$ cat src/rtl/core/qcsf_pkg.sv
`timescale 1ns / 1ps
package qcsf_pkg;

  localparam int unsigned CoefW = 32;
  localparam int unsigned SumW  = 63;
  localparam logic [SumW-1:0] Max63 = {SumW{1'b1}};

  // Configuration register indexes.
  localparam logic [2:0] RegCoefX4 = 3'd0;
  localparam logic [2:0] RegCoefX3 = 3'd1;
  localparam logic [2:0] RegCoefX2 = 3'd2;
  localparam logic [2:0] RegCoefX1 = 3'd3;
  localparam logic [2:0] RegCoefX0 = 3'd4;

  typedef struct packed {
    logic signed [31:0] x_value;
    logic signed [31:0] y_value;
    logic signed [31:0] sigma_value;
    logic               last_point;
  } qcsf_in_t;

  typedef struct packed {
    logic [62:0] chi_square;
    logic [62:0] fitness;
    logic        overflow_flag;
  } qcsf_out_t;

endpackage

$ cat src/rtl/core/quartic_chi_square_fitness.sv
`timescale 1ns / 1ps
// Each point passes through four Horner multiplies, the division of the residual by
// sigma, squaring and accumulation; a last point also runs the reciprocal division
// before its result is offered. A term that saturates before squaring skips squaring.
// One point at a time: a new point is accepted only once the block is back in idle,
// as the bit-serial multiplier and divider serve each point in turn.
// Reset (rst, synchronous) clears the coefficients, the sum and the sticky flag.
module quartic_chi_square_fitness import qcsf_pkg::*; #(
  parameter int FRAC_BITS = 16
) (
  input  logic        clk,
  input  logic        rst,
  input  logic        in_valid,
  output logic        in_ready,
  input  qcsf_in_t    in_data,
  output logic        out_valid,
  input  logic        out_ready,
  output qcsf_out_t   out_data,
  input  logic        cfg_we,
  input  logic [2:0]  cfg_index,
  input  logic [31:0] cfg_data
);

  localparam logic [2:0] S_IDLE = 3'd0, S_HORN = 3'd1, S_QDIV = 3'd2,
                         S_SQ = 3'd3, S_ACC = 3'd4, S_RDIV = 3'd5, S_OUT = 3'd6;
  localparam int Sh = 48 - 2 * FRAC_BITS;

  logic [2:0]  state;
  logic signed [31:0] coef [5];
  qcsf_in_t    pt;
  logic signed [31:0] acc;
  logic [2:0]  k;
  logic [62:0] sum;
  logic        sticky;
  logic [63:0] term;

  logic        mstart, mdone, dstart, ddone;
  logic signed [32:0] ma, mb;
  logic signed [63:0] mprod;
  logic [96:0] dnum, dquo;
  logic [63:0] dden;

  qcsf_serial_mul u_mul (.clk, .rst, .start(mstart), .a(ma), .b(mb),
                         .done(mdone), .prod(mprod));
  qcsf_serial_div u_div (.clk, .rst, .start(dstart), .num(dnum), .den(dden),
                         .done(ddone), .quo(dquo));

  // Horner step combinational pieces.
  logic signed [64:0] hsum;
  logic signed [31:0] hsat;
  logic        hclip;
  logic signed [33:0] resid;
  logic [33:0] rmag, smag;
  logic [31:0] qmag;
  logic        qbig;
  logic [63:0] sq_shift;
  logic [63:0] sum_add;

  always_comb begin
    hsum     = 65'(mprod >>> FRAC_BITS) + 65'(coef[k]);
    if (hsum > 65'sh7FFFFFFF) begin
      hsat  = 32'sh7FFFFFFF;
      hclip = 1'b1;
    end else if (hsum < -65'sh80000000) begin
      hsat  = 32'h80000000;
      hclip = 1'b1;
    end else begin
      hsat  = hsum[31:0];
      hclip = 1'b0;
    end
    resid    = 34'(pt.y_value) - 34'(acc);
    rmag     = resid[33] ? 34'(-resid) : 34'(resid);
    smag     = pt.sigma_value[31] ? 34'(-34'(pt.sigma_value)) : 34'(pt.sigma_value);
    qbig     = |dquo[96:32];
    qmag     = dquo[31:0];
    sq_shift = 64'(mprod) << Sh;
    sum_add  = {1'b0, sum} + term;
  end

  assign in_ready = (state == S_IDLE);
  assign out_valid = (state == S_OUT);

  always_ff @(posedge clk) begin
    if (rst) begin
      state  <= S_IDLE;
      sum    <= '0;
      sticky <= 1'b0;
      mstart <= 1'b0;
      dstart <= 1'b0;
      for (int i = 0; i < 5; i++) coef[i] <= '0;
    end else begin
      mstart <= 1'b0;
      dstart <= 1'b0;
      if (cfg_we && cfg_index <= RegCoefX0) coef[cfg_index] <= cfg_data;
      case (state)
        S_IDLE: if (in_valid) begin
          pt <= in_data; acc <= coef[0]; k <= 3'd1;
          ma <= {coef[0][31], coef[0]};
          mb <= {in_data.x_value[31], in_data.x_value}; mstart <= 1'b1;
          state <= S_HORN;
        end
        S_HORN: if (mdone) begin
          // Saturate each Horner step to 32 bits.
          acc <= hsat;
          if (hclip) sticky <= 1'b1;
          if (k == 3'd4) begin
            state <= S_QDIV;
            dstart <= 1'b1;
          end else begin
            ma <= {hsat[31], hsat};
            mb <= {pt.x_value[31], pt.x_value}; mstart <= 1'b1; k <= k + 3'd1;
          end
        end
        S_QDIV: begin
          if (!dstart && ddone) begin
            if (smag == 34'd0 || qbig) begin
              term <= {1'b0, Max63}; sticky <= 1'b1; state <= S_ACC;
            end else begin
              ma <= {1'b0, qmag}; mb <= {1'b0, qmag}; state <= S_SQ;
              mstart <= 1'b1;
            end
          end
        end
        S_SQ: if (mdone) begin
          if ((64'(mprod) >> (63 - Sh)) != 64'd0) begin
            term <= {1'b0, Max63}; sticky <= 1'b1;
          end else term <= sq_shift;
          state <= S_ACC;
        end
        S_ACC: begin
          if (sum_add[63]) begin sum <= Max63; sticky <= 1'b1; end
          else sum <= sum_add[62:0];
          if (pt.last_point) begin state <= S_RDIV; dstart <= 1'b1; end
          else state <= S_IDLE;
        end
        S_RDIV: if (!dstart && ddone) begin
          out_data.chi_square <= sum;
          if ({1'b0, sum} <= 64'h200000000) begin
            out_data.fitness <= Max63; out_data.overflow_flag <= 1'b1;
          end else begin
            out_data.fitness <= dquo[62:0]; out_data.overflow_flag <= sticky;
          end
          state <= S_OUT;
        end
        S_OUT: if (out_ready) begin
          sum <= '0; sticky <= 1'b0; state <= S_IDLE;
        end
        default: state <= S_IDLE;
      endcase
    end
  end

  // Divider operands depend on the phase.
  always_comb begin
    if (state == S_RDIV) begin
      dnum = {1'b1, 96'd0};
      dden = {1'b0, sum};
    end else begin
      dnum = 97'(rmag) << FRAC_BITS;
      dden = 64'(smag);
    end
  end

  assert property (@(posedge clk) disable iff (rst) out_valid |-> !in_ready)
    else $error("input taken while result pending");
  assert property (@(posedge clk) disable iff (rst)
    (state == S_ACC && !pt.last_point) |=> in_ready)
    else $error("did not return to idle after point");
  assert property (@(posedge clk) disable iff (rst)
    (out_valid && !out_ready) |=> out_valid && $stable(out_data))
    else $error("result changed while stalled");

endmodule

$ cat src/rtl/core/qcsf_serial_mul.sv
`timescale 1ns / 1ps
// Shift-and-add signed multiplier: one multiplier bit per cycle over 33 bits.
// Operands are 33 bits wide so that an unsigned 32-bit value can be squared.
module qcsf_serial_mul import qcsf_pkg::*; (
  input  logic               clk,
  input  logic               rst,
  input  logic               start,
  input  logic signed [32:0] a,
  input  logic signed [32:0] b,
  output logic               done,
  output logic signed [63:0] prod
);

  logic [63:0] mcand;
  logic [32:0] mplier;
  logic [63:0] acc;
  logic [5:0]  cnt;
  logic        busy;
  logic        neg;

  assign prod = neg ? -$signed(acc) : $signed(acc);

  // Magnitudes are multiplied and the sign fixed at the end.
  always_ff @(posedge clk) begin
    if (rst) begin
      busy <= 1'b0;
      done <= 1'b0;
    end else begin
      done <= 1'b0;
      if (start) begin
        busy   <= 1'b1;
        cnt    <= 6'd0;
        acc    <= 64'd0;
        neg    <= a[32] ^ b[32];
        mcand  <= {31'd0, (a[32] ? 33'(-a) : 33'(a))};
        mplier <= b[32] ? 33'(-b) : 33'(b);
      end else if (busy) begin
        if (mplier[0]) acc <= acc + mcand;
        mcand  <= mcand << 1;
        mplier <= mplier >> 1;
        cnt    <= cnt + 6'd1;
        if (cnt == 6'd32) begin
          busy <= 1'b0;
          done <= 1'b1;
        end
      end
    end
  end

endmodule

$ cat src/rtl/core/qcsf_serial_div.sv
`timescale 1ns / 1ps
// Restoring unsigned divider, one quotient bit per cycle over 97 bits.
module qcsf_serial_div import qcsf_pkg::*; (
  input  logic        clk,
  input  logic        rst,
  input  logic        start,
  input  logic [96:0] num,
  input  logic [63:0] den,
  output logic        done,
  output logic [96:0] quo
);

  logic [96:0] n;
  logic [64:0] rem;
  logic [6:0]  cnt;
  logic        busy;
  logic [64:0] trial;

  assign trial = {rem[63:0], n[96]};

  always_ff @(posedge clk) begin
    if (rst) begin
      busy <= 1'b0;
      done <= 1'b0;
    end else begin
      done <= 1'b0;
      if (start) begin
        busy <= 1'b1;
        n    <= num;
        rem  <= 65'd0;
        cnt  <= 7'd0;
      end else if (busy) begin
        if (trial >= {1'b0, den}) begin
          rem <= trial - {1'b0, den};
          quo <= {quo[95:0], 1'b1};
        end else begin
          rem <= trial;
          quo <= {quo[95:0], 1'b0};
        end
        n   <= n << 1;
        cnt <= cnt + 7'd1;
        if (cnt == 7'd96) begin
          busy <= 1'b0;
          done <= 1'b1;
        end
      end
    end
  end

endmodule

$ cat config.mk
export PLATFORM = sky130hd
export DESIGN_NAME = quartic_chi_square_fitness
export DESIGN_NICKNAME = d
export VERILOG_FILES = /design/src/rtl/core/qcsf_pkg.sv /design/src/rtl/core/quartic_chi_square_fitness.sv /design/src/rtl/core/qcsf_serial_mul.sv /design/src/rtl/core/qcsf_serial_div.sv
export SDC_FILE = /design/constraint.sdc
export NUM_CORES = 2
export LEC_CHECK = 0
export ABC_AREA = 1
export BUFFER_PORTS_ARGS = -buffer_cell sky130_fd_sc_hd__buf_4
export CELL_PAD_IN_SITES_DETAIL_PLACEMENT = 1
export CELL_PAD_IN_SITES_GLOBAL_PLACEMENT = 2
export CORE_ASPECT_RATIO = 1.2
export CORE_UTILIZATION = 36
export CTS_BUF_LIST = sky130_fd_sc_hd__clkbuf_8
export CTS_CLUSTER_DIAMETER = 150
export CTS_CLUSTER_SIZE = 28
export DETAILED_ROUTE_END_ITERATION = 10
export GPL_ROUTABILITY_DRIVEN = 0
export MAX_ROUTING_LAYER = met4
export PLACE_DENSITY_LB_ADDON = 0.1
export SETUP_SLACK_MARGIN = 0.2
export SLEW_MARGIN = 20
export SYNTH_ARGS = -nofsm -noshare
export SYNTH_HDL_FRONTEND = slang
export SYNTH_SLANG_ARGS = --single-unit
$ cat constraint.sdc
create_clock -name clk -period 12.95 [get_ports clk]
set_clock_uncertainty 0.1 [all_clocks]
set_input_delay 1.295 -clock clk [delete_from_list [all_inputs] [get_ports clk]]
set_output_delay 1.295 -clock clk [all_outputs]
set_load 0.1 [all_outputs]
==> key figures <==
Synthesis
  • Seq/Total Area, Yosys: between 40% and 50%
  • Xor/xnor share of the synthesized area: 3.810%
  • EDFF count, synth: roughly 1000
  • Per-instance average area after synthesis: 8.326 um2
  • Multiplexer share of the synthesized area: less than 1%
  • Post-synthesis sequential element count: 1123
  • Warnings from Yosys: 0
  • Synth Instances: roughly 8200
  • Main combinational cell family by area after synthesis: simple AND/OR/NAND/NOR gates
  • Async S/R FF share, synth: 0%
  • Number of library cell types mapped by synthesis: 76
  • Synth Flop Type: sky130_fd_sc_hd__edfxtp_1
  • Area share of fa/ha/maj cells after synthesis: 5.333%
  • Post-Synthesis Cell Area: 68040 um2
  • Compound-cell area share of the yosys netlist: 13.26%
  • Fraction of the mapped netlist area in simple logic gates: 22.12%

Die
  • Core footprint: 187400 um2
  • Die span in y: 478.3 um
  • Number of placed I/O pins: 266
  • Count of standard-cell rows: 174
  • Overall die width: ~400 um
  • Starting density of the core: 36.30%
  • Overall die area: 190800 um2

Clock network
  • Clock Root Buffer: sky130_fd_sc_hd__clkbuf_8
  • Clock transition time at the flip-flop clock pins of the worst setup and hold paths: 0.18 ns
  • Worst-Skew Late Latency: 0.89 ns
  • Count of hold buffers inserted by post-cts repair: 0
  • Number of buffers added by the clock tree synthesis step: 47
  • H-tree lvl count: 2
  • Worst-case clock buffer depth: 3
  • TritonCTS clock tree: done
  • Total setup buffers inserted after CTS: 0
  • Count of cells resized by post-cts repair: 0
  • # clock sinks: around 1100

Timing
  • Max Transition Viols Final: 0
  • Tightest slew margin relative to the limit: 29.46%
  • Setup repair after global routing missed its margin: false
  • Slew of the pin with the lowest slew margin: 1.058 ns
  • Setup-violating endpoint count in the final report: 0
  • Number of failing hold endpoints at the final stage: 0
  • Max Freq: 144.7 MHz
  • Final worst path period share: 53.36%
  • Clock period minus final worst setup slack: 6.910 ns
  • Sum Neg Setup Slack: 0 ns
  • Hold Slack: 0.3676 ns

Job
  • MaxCap Viol Count: 0

Cells and area
  • Utilization after layout: approximately two fifths
  • Fill cell count: 22564
  • Area used by sequential logic in the layout: 32970 um2
  • Footprint of the multi-input gates: slightly above 30000 um2
  • Proportion of layout cells with a drive suffix above 1: 6.623%
  • Post-route design area: roughly 74000 um2
  • Layout overhead on the synthesized area: 8.854%
  • Final Net Count: 8841

Detailed routing
  • Routed length on met2: approximately 130 mm
  • Via count: roughly 60000
  • Detailed router's first-iteration violation count: 3780
  • Antenna-violating nets left: 0
  • Metal1 wirelength: 113.3 mm
  • DRC violations left: 0
  • Detail-routed net length per standard cell: approximately 24 um
  • Post-DR vias/cell: 5.332
  • Detailed-route wire length: 258.6 mm
  • Routed length on met3: roughly 8.3 mm
  • Uppermost layer routed: met4
  • Number of iterations in the first detailed-routing pass: 5

Placement
  • Sum of net half-perimeters after detailed placement: 204.8 mm
  • Cell Area, Placed: 73150 um2
  • Number of port buffers: 265

Global route
  • Overall routing resource usage: between 20% and 30%
  • Global-route wire length before repair: 384.4 mm
  • Initial antenna violation count: 7
  • Vias in the first global route: about 60000
  • Largest net degree at the start of global routing: 149
  • Gr ovfl total: 0

Setup path
  • Critical Path Stages: 33
  • Peak per-stage delay on the critical path: around 0.66 ns
  • Largest driver fanout on the critical path: 29
  • Type of origin of the critical path: register
  • Critical path required time: 13.59 ns
  • Kind of cell with the highest combined delay on the critical path: simple AND/OR/NAND/NOR gates
  • Cell count of the worst reg-to-reg path: 33
  • Reg2reg start: u_mul.acc[1]
  • Worst Setup End Kind: register
  • Worst flop-to-flop path endpoint: acc[25]
  • Total buffers and inverters traversed by the critical path: 7
  • Crit path arrival time: 7.55 ns
  • Slowest stage cell, crit path: sky130_fd_sc_hd__inv_2
  • Type of the setup path with the least slack: register to register
  • FF-to-FF setup slack: approximately 6 ns

Power
  • Leakage power total: 30.46 nW
  • Maximum vdd ir drop: 0.4316 mV
  • Pwr Density: 228.9 nW/um2

Hold path
  • Hold Crit Depth: 0
  • Worst Hold End: u_div.quo[80]
  • Class of the worst hold path: register to register
  • Hold_sp: u_div.quo[79]

Status
  • Outcome: finished, final reports clean
[where the power goes]
part | leakage, nW | internal (mW) | switching [mW] | total [mW]
sequential | 9.98 | 4.67 | 0.436 | 5.11
clock | 0.559 | 0.370 | 1.19 | 1.56
combinational | 19.9 | 2.99 | 7.30 | 10.3
total | 30.5 | 8.03 | 8.92 | 17.0
[cells by family (layout without fill, tap and decap cells)]
family,count (synthesis),after routing
buffers and inverters,1237,1425
and+or+nand+nor,3607,3607
muxes,5,5
DFF,1123,1123
xor gates and xnor gates,290,290
adders and majority gates,287,287
AOI/OAI and AO/OA,1622,1622
other,1,106
[how the worst max path moves through the flow]
| stage | from | end | slack (ns) |
|---|---|---|---|
| floorplan | rst | out_data[0] | 1.77 |
| global placement | u_mul.acc[1] | acc[7] | 6.40 |
| detailed placement | u_mul.acc[1] | acc[25] | 6.20 |
| CTS | u_mul.acc[1] | acc[25] | 6.12 |
| global route | u_mul.acc[1] | acc[3] | 5.48 |
| finish | u_mul.acc[1] | acc[25] | 6.04 |
[layout by cell type (no fill, tap or decap), drive strengths merged, types with 3 or more instances in the layout]
master	n
a211oi	6
nand4	143
xor2	191
clkbuf	49
nor3	80
and3	6
nand3	327
a221oi	4
o31ai	11
nand3b	13
nor2	1303
conb	97
a21o	33
o221ai	4
a21oi	602
edfxtp	1047
o22ai	30
o21a	32
nand2	1668
inv	1038
fa	5
a21boi	12
a32o	3
o221a	3
dfxtp	76
ha	282
o21ai	650
buf	329
mux2i	4
clkinv	9
o211ai	20
diode	9
nor3b	3
a221o	32
o21bai	36
xnor2	99
a31oi	132
nor4	56
[layer usage]
metal,vias to the layer above,GRT usage [%]
met5,-,-
met4,0,7.663
met1,29018,34.37
li1,28017,-
met2,978,47.43
met3,256,1.954
[Yosys cell counts, types with 97 or more instances]
library cell               count  area [um2]
sky130_fd_sc_hd__a21oi_1     595        2978
sky130_fd_sc_hd__a31oi_1     132       825.8
sky130_fd_sc_hd__clkbuf_1    175       656.9
sky130_fd_sc_hd__edfxtp_1   1047       31440
sky130_fd_sc_hd__ha_1        282        3528
sky130_fd_sc_hd__inv_1       977        3667
sky130_fd_sc_hd__nand2_1    1638        6148
sky130_fd_sc_hd__nand3_1     303        1516
sky130_fd_sc_hd__nand4_1     143       894.6
sky130_fd_sc_hd__nor2_1     1264        4745
sky130_fd_sc_hd__o21ai_0     617        3088
sky130_fd_sc_hd__xnor2_1      97       849.6
sky130_fd_sc_hd__xor2_1      189        1655
[registers in the layout, summed over array words and instances (netlist names), 6 cells and up, named ones only]
| name | count |
|---|---|
| acc | 32 |
| coef | 256 |
| ma | 33 |
| mb | 33 |
| out_data | 127 |
| pt | 97 |
| sum | 63 |
| term | 49 |
| u_div.cnt | 7 |
| u_div.n | 81 |
| u_div.quo | 97 |
| u_div.rem | 64 |
| u_mul.acc | 64 |
| u_mul.cnt | 6 |
| u_mul.mcand | 64 |
| u_mul.mplier | 33 |
[worst register-to-register path, delay by kind of cell (launching register included)]
| kind | cells | cell delay [ns] |
|---|---|---|
| fa+ha+maj | 2 | 0.72 |
| buf+inv | 7 | 1.45 |
| simple gates | 22 | 3.56 |
| compound gates | 1 | 0.21 |
| xor+xnor | 1 | 0.31 |
| flops | 1 | 0.44 |
[area by class of cell]
class / count / share of cell area (%)
flip-flops and latches: 1123 / 44.51
multi-input cells: 5908 / 41.63
inverters: 1008 / 5.113
clock buffers: 49 / 0.9105
diodes: 9 / 0.03041
clock inverters: 39 / 0.2737
well taps: 2464 / 4.162
repair buffers: 329 / 3.368
[metrics by stage]
stage	instances	setup slack (ns)	power (mW)
finish	10929	6.040	16.95
global route	10924	5.476	18.27
CTS	10919	6.117	17.10
detailed placement	10831	6.199	15.52
global placement	10831	6.403	15.40
floorplan	8268	1.771	11.87
Power figures use the tool's default switching activity.
